### config.mk
export PLATFORM = sky130hd
export DESIGN_NAME = basic_update_timer_core
export DESIGN_NICKNAME = d
export VERILOG_FILES = /design/src/hdl/butmr_pkg.sv /design/src/hdl/butmr_step.sv /design/src/hdl/basic_update_timer_core.sv
export SDC_FILE = /design/constraint.sdc
export NUM_CORES = 1
export LEC_CHECK = 0
export BUFFER_PORTS_ARGS = -buffer_cell sky130_fd_sc_hd__buf_4
export CAP_MARGIN = 20
export CORE_MARGIN = 3
export CORE_UTILIZATION = 55
export DETAILED_ROUTE_END_ITERATION = 10
export PLACE_DENSITY = 0.76
export SETUP_SLACK_MARGIN = 0.5
export SLEW_MARGIN = 20
export SYNTH_ARGS = -nofsm -noshare
export SYNTH_HDL_FRONTEND = slang
export SYNTH_SLANG_ARGS = --single-unit
### constraint.sdc
create_clock -name clock -period 2.3 [get_ports clock]
set_input_delay 0.345 -clock clock [delete_from_list [all_inputs] [get_ports clock]]
set_output_delay 0.345 -clock clock [all_outputs]
set_load 0.02 [all_outputs]
### src/hdl/butmr_pkg.sv
package butmr_pkg;

   localparam int CntWidth = 16;
   localparam int DataWidth = 16;

   typedef enum logic [1:0] {
      OP_TICK  = 2'd0,
      OP_WRITE = 2'd1,
      OP_READ  = 2'd2
   } op_type;

   typedef enum logic [2:0] {
      REG_CONTROL = 3'd0,
      REG_ENABLE  = 3'd1,
      REG_STATUS  = 3'd2,
      REG_EVGEN   = 3'd3,
      REG_COUNTER = 3'd4,
      REG_PRESCALE = 3'd5,
      REG_RELOAD  = 3'd6
   } reg_index_type;

   localparam int CtlCen  = 0;
   localparam int CtlUdis = 1;
   localparam int CtlUrs  = 2;
   localparam int CtlOpm  = 3;
   localparam int CtlArpe = 4;

   localparam int EnIrq = 0;
   localparam int EnDma = 1;

   typedef struct packed {
      logic [1:0]           operation;
      logic [2:0]           reg_index;
      logic [DataWidth-1:0] write_data;
   } request_type;

   typedef struct packed {
      logic [DataWidth-1:0] read_data;
      logic                 update_irq;
      logic                 dma_request;
      logic                 update_event;
   } result_type;

endpackage

### src/hdl/butmr_step.sv
module butmr_step (
   input  logic                  clock,
   input  logic                  reset,
   input  logic                  fire,
   input  butmr_pkg::request_type request,
   output butmr_pkg::result_type  result
);
   import butmr_pkg::*;

   logic [CntWidth-1:0]  count_ff, count_in;
   logic [15:0]          psc_count_ff, psc_count_in;
   logic [15:0]          psc_pre_ff, psc_pre_in;
   logic [15:0]          psc_act_ff, psc_act_in;
   logic [CntWidth-1:0]  arr_pre_ff, arr_pre_in;
   logic [CntWidth-1:0]  arr_act_ff, arr_act_in;
   logic [4:0]           ctl_ff, ctl_in;
   logic [1:0]           en_ff, en_in;
   logic                 flag_ff, flag_in;

   logic                 uev;
   logic                 dma;
   logic                 set_flag;
   logic [DataWidth-1:0] rd;
   logic [DataWidth-1:0] wd;

   always_comb begin
      count_in     = count_ff;
      psc_count_in = psc_count_ff;
      psc_pre_in   = psc_pre_ff;
      psc_act_in   = psc_act_ff;
      arr_pre_in   = arr_pre_ff;
      arr_act_in   = arr_act_ff;
      ctl_in       = ctl_ff;
      en_in        = en_ff;
      flag_in      = flag_ff;
      uev          = 1'b0;
      set_flag     = 1'b0;
      rd           = '0;
      wd           = request.write_data;

      case (op_type'(request.operation))
         OP_TICK: begin
            if (ctl_ff[CtlCen]) begin
               if (psc_count_ff >= psc_act_ff) begin
                  psc_count_in = '0;
                  if (count_ff == arr_act_ff) begin
                     count_in = '0;
                     if (!ctl_ff[CtlUdis]) begin
                        uev      = 1'b1;
                        set_flag = 1'b1;
                     end
                  end else begin
                     count_in = count_ff + 1'b1;
                  end
               end else begin
                  psc_count_in = psc_count_ff + 1'b1;
               end
            end
         end
         OP_WRITE: begin
            case (reg_index_type'(request.reg_index))
               REG_CONTROL:  ctl_in = {wd[7], wd[3:0]};
               REG_ENABLE:   en_in = {wd[8], wd[0]};
               REG_STATUS: begin
                  if (!wd[0]) begin
                     flag_in = 1'b0;
                  end
               end
               REG_EVGEN: begin
                  if (wd[0]) begin
                     count_in     = '0;
                     psc_count_in = '0;
                     if (!ctl_ff[CtlUdis]) begin
                        uev      = 1'b1;
                        set_flag = !ctl_ff[CtlUrs];
                     end
                  end
               end
               REG_COUNTER:  count_in = CntWidth'(wd);
               REG_PRESCALE: psc_pre_in = wd;
               REG_RELOAD: begin
                  arr_pre_in = CntWidth'(wd);
                  if (!ctl_ff[CtlArpe]) begin
                     arr_act_in = CntWidth'(wd);
                  end
               end
               default: ;
            endcase
         end
         OP_READ: begin
            case (reg_index_type'(request.reg_index))
               REG_CONTROL:  rd = {8'd0, ctl_ff[CtlArpe], 3'd0, ctl_ff[3:0]};
               REG_ENABLE:   rd = {7'd0, en_ff[EnDma], 7'd0, en_ff[EnIrq]};
               REG_STATUS:   rd = {15'd0, flag_ff};
               REG_COUNTER:  rd = DataWidth'(count_ff);
               REG_PRESCALE: rd = psc_pre_ff;
               REG_RELOAD:   rd = DataWidth'(arr_pre_ff);
               default:      rd = '0;
            endcase
         end
         default: ;
      endcase

      // update event: load shadows, one-pulse stop; the flag is set on set_flag
      if (uev) begin
         psc_act_in = psc_pre_ff;
         arr_act_in = arr_pre_ff;
         if (ctl_ff[CtlOpm]) begin
            ctl_in[CtlCen] = 1'b0;
         end
      end
      if (set_flag) begin
         flag_in = 1'b1;
      end
      dma = set_flag & en_ff[EnDma];

      result.read_data    = rd;
      result.update_irq   = flag_in & en_in[EnIrq];
      result.dma_request  = dma;
      result.update_event = uev;
   end

   always_ff @(posedge clock) begin
      if (reset) begin
         count_ff     <= '0;
         psc_count_ff <= '0;
         psc_pre_ff   <= '0;
         psc_act_ff   <= '0;
         arr_pre_ff   <= CntWidth'(16'hFFFF);
         arr_act_ff   <= CntWidth'(16'hFFFF);
         ctl_ff       <= '0;
         en_ff        <= '0;
         flag_ff      <= 1'b0;
      end else if (fire) begin
         count_ff     <= count_in;
         psc_count_ff <= psc_count_in;
         psc_pre_ff   <= psc_pre_in;
         psc_act_ff   <= psc_act_in;
         arr_pre_ff   <= arr_pre_in;
         arr_act_ff   <= arr_act_in;
         ctl_ff       <= ctl_in;
         en_ff        <= en_in;
         flag_ff      <= flag_in;
      end
   end

endmodule

### src/hdl/basic_update_timer_core.sv
// basic 16-bit up-counting timer with prescaler and auto-reload
//
// request channel (req_valid / req_stall): one request per accepted beat;
// req_operation selects a timer tick, a register write or a register read,
// req_reg_index the register, req_write_data the written value
// response channel (rsp_valid / rsp_stall): exactly one response per request,
// in order, carrying read data, the update interrupt level, the dma pulse
// and the update event pulse
// a request accepted into the request register is stepped into the response
// register, which drives rsp_*
// throughput: one request per cycle while rsp_stall does not hold the response;
// the timer state, the compare and the counter increments are all computed
// combinationally between the request register and the response register
// when rsp_stall is high the response holds and the request register keeps
// one more request, after which req_stall rises
// synchronous reset clears both valid bits, the counters, the control and
// enable bits and the flag; the reload registers reset to all ones
module basic_update_timer_core (
   input  logic                               clock,
   input  logic                               reset,
   input  logic                               req_valid,
   output logic                               req_stall,
   input  logic [1:0]                         req_operation,
   input  logic [2:0]                         req_reg_index,
   input  logic [butmr_pkg::DataWidth-1:0]    req_write_data,
   output logic                               rsp_valid,
   input  logic                               rsp_stall,
   output logic [butmr_pkg::DataWidth-1:0]    rsp_read_data,
   output logic                               rsp_update_irq,
   output logic                               rsp_dma_request,
   output logic                               rsp_update_event
);
   import butmr_pkg::*;

   logic        in_valid_ff;
   request_type in_req_ff;
   logic        out_valid_ff;
   result_type  out_res_ff;
   result_type  step_res;
   logic        advance;
   logic        take;

   assign advance   = in_valid_ff & (~out_valid_ff | ~rsp_stall);
   assign req_stall = in_valid_ff & ~advance;
   assign take      = req_valid & ~req_stall;

   butmr_step u_step (
      .clock   (clock),
      .reset   (reset),
      .fire    (advance),
      .request (in_req_ff),
      .result  (step_res)
   );

   always_ff @(posedge clock) begin
      if (reset) begin
         in_valid_ff  <= 1'b0;
         out_valid_ff <= 1'b0;
      end else begin
         if (take) begin
            in_valid_ff <= 1'b1;
         end else if (advance) begin
            in_valid_ff <= 1'b0;
         end
         if (advance) begin
            out_valid_ff <= 1'b1;
         end else if (!rsp_stall) begin
            out_valid_ff <= 1'b0;
         end
      end
   end

   always_ff @(posedge clock) begin
      if (take) begin
         in_req_ff.operation  <= req_operation;
         in_req_ff.reg_index  <= req_reg_index;
         in_req_ff.write_data <= req_write_data;
      end
      if (advance) begin
         out_res_ff <= step_res;
      end
   end

   assign rsp_valid        = out_valid_ff;
   assign rsp_read_data    = out_res_ff.read_data;
   assign rsp_update_irq   = out_res_ff.update_irq;
   assign rsp_dma_request  = out_res_ff.dma_request;
   assign rsp_update_event = out_res_ff.update_event;

endmodule

After elaboration in Yosys (flattened, before gate mapping)
Index checks and enable logic that the tools add are counted.
{"block": "totals", "romBits": 0, "elab_cells": 105, "ff_bits": 146, "mem_count": 0, "output_inout_bits": 21, "inputBits": 25, "ramBits": 0, "latch_bits": 0}
{"block": "classes", "multipliers": 0, "n_lt_le_gt_ge": 1, "shifts": 0, "div": 0, "n_addsub": 2, "n_reduce_logical": 15, "n_eq_ne": 17, "muxes": 40, "n_bitwise": 10}
{"operator": "two-way mux 16 bit", "n": 11}
{"operator": "one-hot mux 16 bit (2 select lines)", "n": 3}
{"operator": "one-hot mux 16 bit (6 select lines)", "n": 1}
{"operator": "adder 16 x 1 -> 16 bit, second input constant", "n": 2}
{"operator": "two-way mux 1 bit", "n": 23}
{"operator": "equality test 16 bit", "n": 1}
{"operator": ">= comparator 16 bit", "n": 1}
{"operator": "AND reduction 3 bit", "n": 4}
{"operator": "equality test 3 bit, second input constant", "n": 3}
{"operator": "nonzero test 2 bit", "n": 4}
{"operator": "equality test 3 x 2 -> 1 bit, second input constant", "n": 2}
{"operator": "inequality test 2 x 1 -> 1 bit, second input constant", "n": 3}
{"operator": "inequality test 2 bit, second input constant", "n": 3}
{"operator": "AND reduction 6 bit", "n": 1}
{"operator": "AND 1 bit", "n": 5}
{"operator": "AND reduction 5 bit", "n": 1}
{"operator": "inverter 1 bit", "n": 4}
{"operator": "one-hot mux 1 bit (2 select lines)", "n": 2}
{"operator": "AND reduction 4 bit", "n": 1}
{"operator": "equality test 3 x 1 -> 1 bit, second input constant", "n": 1}
{"operator": "logical NOT 3 bit", "n": 1}
{"operator": "inequality test 3 x 2 -> 1 bit, second input constant", "n": 1}
{"operator": "inequality test 3 bit, second input constant", "n": 1}
{"operator": "equality test 2 x 1 -> 1 bit, second input constant", "n": 1}
{"operator": "other kinds (5)", "n": 5}

Longest topological paths before layout
{"block": "depth", "ltp_word": 8, "depth_mapped": 12, "mapped_depth_nobuf": 10}

Hierarchy
Synthesis repeated with hierarchy kept, for this count alone.
{"block": "unflattened", "hier_cells": 790, "hier_area_um2": 7180.6}
{"mod": "butmr_step", "area_per_inst_um2": 5893.2, "seq_area_each_um2": 2082.0, "cells_per_inst": 740, "n_inst": 1}
{"mod": "basic_update_timer_core", "area_per_inst_um2": 1287.5, "seq_area_each_um2": 1241.2, "cells_per_inst": 50, "n_inst": 1}

Worst setup path after synthesis
Ideal clock, no wire load.
{"block": "synth_path", "kind": "register to register", "startpoint": "reg out_valid_ff (netlist: rsp_valid)", "endpoint": "reg u_step.arr_act_ff[11]", "path_slack_ns": -0.279, "period_less_slack_ns": 2.579, "path_stages_with_launch": 9, "arrival_time_ns": 2.461, "n_path_buf": 2, "required_time_ns": 2.182, "setup_time_ns": 0.118, "cell_sequence": "dfxtp_1 a21boi_2 and2_1 buf_4 nand3_1 or3_1 o31ai_4 buf_6 a2bb2oi_2"}
{"block": "synth_via", "elab_chain_len": 4}
{"item": "start, declared", "line": "basic_update_timer_core.sv:37", "text": "logic out_valid_ff;"}
{"item": "start signal, assigned", "line": "basic_update_timer_core.sv:58", "text": "out_valid_ff <= 1'b0;"}
{"item": "start signal, assigned", "line": "basic_update_timer_core.sv:66", "text": "out_valid_ff <= 1'b1;"}
{"item": "start signal, assigned", "line": "basic_update_timer_core.sv:68", "text": "out_valid_ff <= 1'b0;"}
{"item": "inverter 1 bit", "line": "basic_update_timer_core.sv:43", "text": "assign advance = in_valid_ff & (~out_valid_ff | ~rsp_stall);"}
{"item": "OR 1 bit", "line": "basic_update_timer_core.sv:43"}
{"item": "AND 1 bit", "line": "basic_update_timer_core.sv:43"}
{"item": "via advance", "line": "basic_update_timer_core.sv:40", "text": "logic advance;"}
{"item": "AND reduction 4 bit (no source line)"}
{"item": "end signal, assigned", "line": "butmr_step.sv:130", "text": "arr_act_ff <= CntWidth'(16'hFFFF);"}
{"item": "end signal, assigned", "line": "butmr_step.sv:140", "text": "arr_act_ff <= arr_act_in;"}
{"item": "end, declared", "line": "butmr_step.sv:15", "text": "logic [CntWidth-1:0] arr_act_ff, arr_act_in;"}
The timed path passes the listed nets, and every way through them passes these cells.
A chain may end at the register's enable or synchronous reset.

Worst setup path after layout
{"block": "layout_path", "startpoint": "reg u_step.psc_count_ff[0]", "endpoint": "reg u_step.arr_act_ff[2]"}
{"block": "layout_via", "elab_chain_len": 6, "elab_cells_between_ends": 9, "cone_classes": "order compare (1); eq/ne (1); mux (4); reduce/logical (3)"}
{"item": "start, declared", "line": "butmr_step.sv:11", "text": "logic [15:0] psc_count_ff, psc_count_in;"}
{"item": "start signal, assigned", "line": "butmr_step.sv:136", "text": "psc_count_ff <= psc_count_in;"}
{"item": ">= comparator 16 bit *", "line": "butmr_step.sv:44", "text": "if (psc_count_ff >= psc_act_ff) begin"}
{"item": "two-way mux 1 bit *", "line": "butmr_step.sv:44"}
{"item": "two-way mux 1 bit *", "line": "butmr_step.sv:43", "text": "if (ctl_ff[CtlCen]) begin"}
{"item": "one-hot mux 1 bit (2 select lines) *", "line": "butmr_step.sv:41", "text": "case (op_type'(request.operation))"}
{"item": "inequality test 2 bit (no source line) or nonzero test 2 bit (tied branches)"}
{"item": "AND reduction 4 bit (no source line)"}
Every way passes the cells marked *; elsewhere a longest branch is shown, timed or not.

==> metrics.txt <==
Setup Skew=0.00795 ns; worst hold path type=in -> reg; row count=40; RSZ-0062 raised after global routing=yes; worst endpoint required time=2.61 ns; Via Count=6,296; synth warn=0; CTS max path bufs=2; Main synth FF type=dfxtp_1; die extent in x=119 um; f_max=413 MHz; crit path capture type=register; worst hold slack=0.0886 ns; final worst slack=-0.119 ns; Avg Inst Size Synth=9.44 um^2; Post-Synth XOR/XNOR Area=4.11%; Final period util=105%; number of flops mapped to enable cells by yosys=40; Initial Utilization=57.3%; initial antenna violation count=0; Leak=3.63 nW; Clock Latency Late Sink=0.43 ns; Post-Syn Instances=744; Die ar.=14,200 um^2; Core Region=12,300 um^2; first-pass GRT wire length=32,200 um; Pre-antenna DRT Iters=5; hold buffer count at CTS=0; Routed WL per cell=19.9 um; GRT Total Usage=28.7%; largest net degree at the start of global routing=43; Seq/Total Area, Yosys=47.3%; post-DP HPWL=13,700 um; crit path DAT=2.73 ns; antenna cells=0; Critical Path Start Type=register; # port buffers=45; commonest non-fill, non-tap cell in the layout=buf_4; largest family of logic cells by synthesized area=simple AND/OR/NAND/NOR gates; CTS tree=yes; Clock Tree Root=clkbuf_16; post-synthesis mux area share=7.48%; synth-to-layout area growth=31.1%; Rel. slew slack=65.9%; I/O pin cnt=46; Placed Instances=987; Final #Nets=902; syn_nets=787; worst vdd ir=0.630 mV; worst slew pin tran=0.512 ns; Crit Path Category=reg -> reg; final setup violation count=43; Distinct cells, synth=56; post-synthesis compound-gate area fraction=15.8%; Die Y=119 um; most frequent cells in the layout=buf_4 (117), dfxtp_1 (101), nor2_1 (87), nand2_1 (65), a21oi_1 (54); Inserted Clock Buffers=17; synthesized area=7030 um^2; Power Dens Cells=657 nW/um^2; final hold violations=0; clock sinks=146; minimum clock period=2.42 ns; FF+latch count, synth=146; final wirelength=20,700 um; share of cells above drive strength 1=28.5%; detail-routed via count per cell=6.06; CTS H-tree lvls=4; ANT nets after route=0; Max-Cap Viols=0; Final Max Slew Viols=0; total gr overflow=0; violated checks=negative setup slack; non-filler cells, final=1,039; Max Fanout on Critical Path=5; adder-cell share of the synthesized area=3.21%; asr flop ratio synth=0%; status=finished, violations left; simple-gate share of the synthesized area=17.9%; vias in the first global route=6,174; DRC=0; DRT iter0 DRCs=739; Placer Congestion=0.988; clk slew on worst S/H paths=0.06 ns
[path summary, 6_finish.rpt]
check / startpoint / end / slack (ns) / cells after the start
worst max register to register: u_step.psc_count_ff[0] / u_step.arr_act_ff[2] / -0.12 / 10
worst min register to register: u_step.psc_act_ff[13] / u_step.psc_act_ff[13] / 0.46 / 2
worst min-delay path: req_write_data[5] / in_req_ff[5] / 0.09 / 1
worst max-delay path: u_step.psc_count_ff[0] / u_step.arr_act_ff[2] / -0.12 / 10
[report_power, final]
part / switching, mW / internal (mW)
Clock: 1.10 / 1.80
Combinational: 0.232 / 0.172
Sequential: 0.0544 / 2.69
[logic make-up after synthesis]
family | Yosys count
AOI/OAI and AO/OA | 162
xor gates and xnor gates | 33
adders and majority gates | 18
buffers and inverters | 66
DFF | 146
muxes | 51
and+or+nand+nor | 268
[registers in the layout, summed over array words and instances (netlist names), 2 cells and up]
signal / cells
u_step.arr_pre_ff: 16
u_step.arr_act_ff: 16
u_step.psc_act_ff: 16
in_req_ff: 21
u_step.ctl_ff: 5
u_step.count_ff: 16
rsp_read_data: 16
u_step.psc_count_ff: 16
u_step.en_ff: 2
u_step.psc_pre_ff: 16
[routing by layer]
metal | wire, um | track usage (%) | part of all wire [%]
met1 | 8340 | 37.1 | 40
met5 | 0 | 0 | 0
met3 | 1770 | 8.02 | 8.6
met2 | 9940 | 46.3 | 48
met4 | 643 | 9.92 | 3.1
[through the flow]
stage / setup slack, ns / setup TNS, ns / area [um^2] / utilization (%) / total power, mW
2_1_floorplan: 0.00934 / 0 / 7140 / - / 3.00
3_3_place_gp: -0.253 / -6.22 / 7990 / 65.1 / 3.14
3_5_place_dp: -0.355 / -10.69 / 7990 / 65.1 / 3.15
4_1_cts: -0.0532 / -0.830 / 8900 / 72.6 / 6.01
5_1_grt: -0.180 / -6.05 / 9210 / 75.1 / 6.20
6_report: -0.119 / -2.68 / 9210 / 75.1 / 6.06
[synth_stat cells (5+ instances only)]
master       n  area, um^2
inv_1       22        82.6
ha_1        18         225
a2bb2oi_1    6        52.6
nand3b_1    17         128
buf_4        5        37.5
nand4_1     10        62.6
mux2i_1     48         480
a211oi_1    10        75.1
nand3_1     48         240
and3_1       9        56.3
a2bb2oi_2   10         150
nor2_1      90         338
edfxtp_1    40        1200
o21ai_0     32         160
a21oi_1     57         285
a22oi_1      6        45.0
nand2b_1     7        43.8
dfxtp_1    106        2120
buf_2        8        40.0
xnor2_1     21         184
clkbuf_1    27         101
nand2_1     66         248
xor2_1      12         105
a31oi_1     14        87.6
nor2b_1      5        31.3
[final cells by class]
type / count / area [um^2]
Multi-Input combinational cell: 533 / 3740
Sequential cell: 146 / 3330
Fill cell: 832 / 3050
Timing Repair Buffer: 136 / 1200
Clock buffer: 17 / 425
Tap cell: 168 / 210
Clock inverter: 14 / 190
Inverter: 23 / 103
Timing Repair inverter: 2 / 20.0
[what timing repair did]
| action | 4_1_cts | 5_1_grt |
|---|---|---|
| buffers inserted | 8 | 8 |
| gates cloned | 3 | 2 |
| resized for setup | 56 | 44 |
| setup endpoints to repair | 104 | 115 |
| pin swaps | 18 | 21 |
[critical path, stage by stage (launching register included)]
cell	delay, ns
dfxtp_2	0.34
inv_2	0.05
ha_4	0.20
nand2b_4	0.13
a2111o_1	0.38
a211oi_2	0.27
o21a_1	0.22
o21a_4	0.20
buf_4	0.15
mux2i_2	0.28
a2bb2oi_2	0.08
No activity file was read; power rests on OpenSTA's default activity.
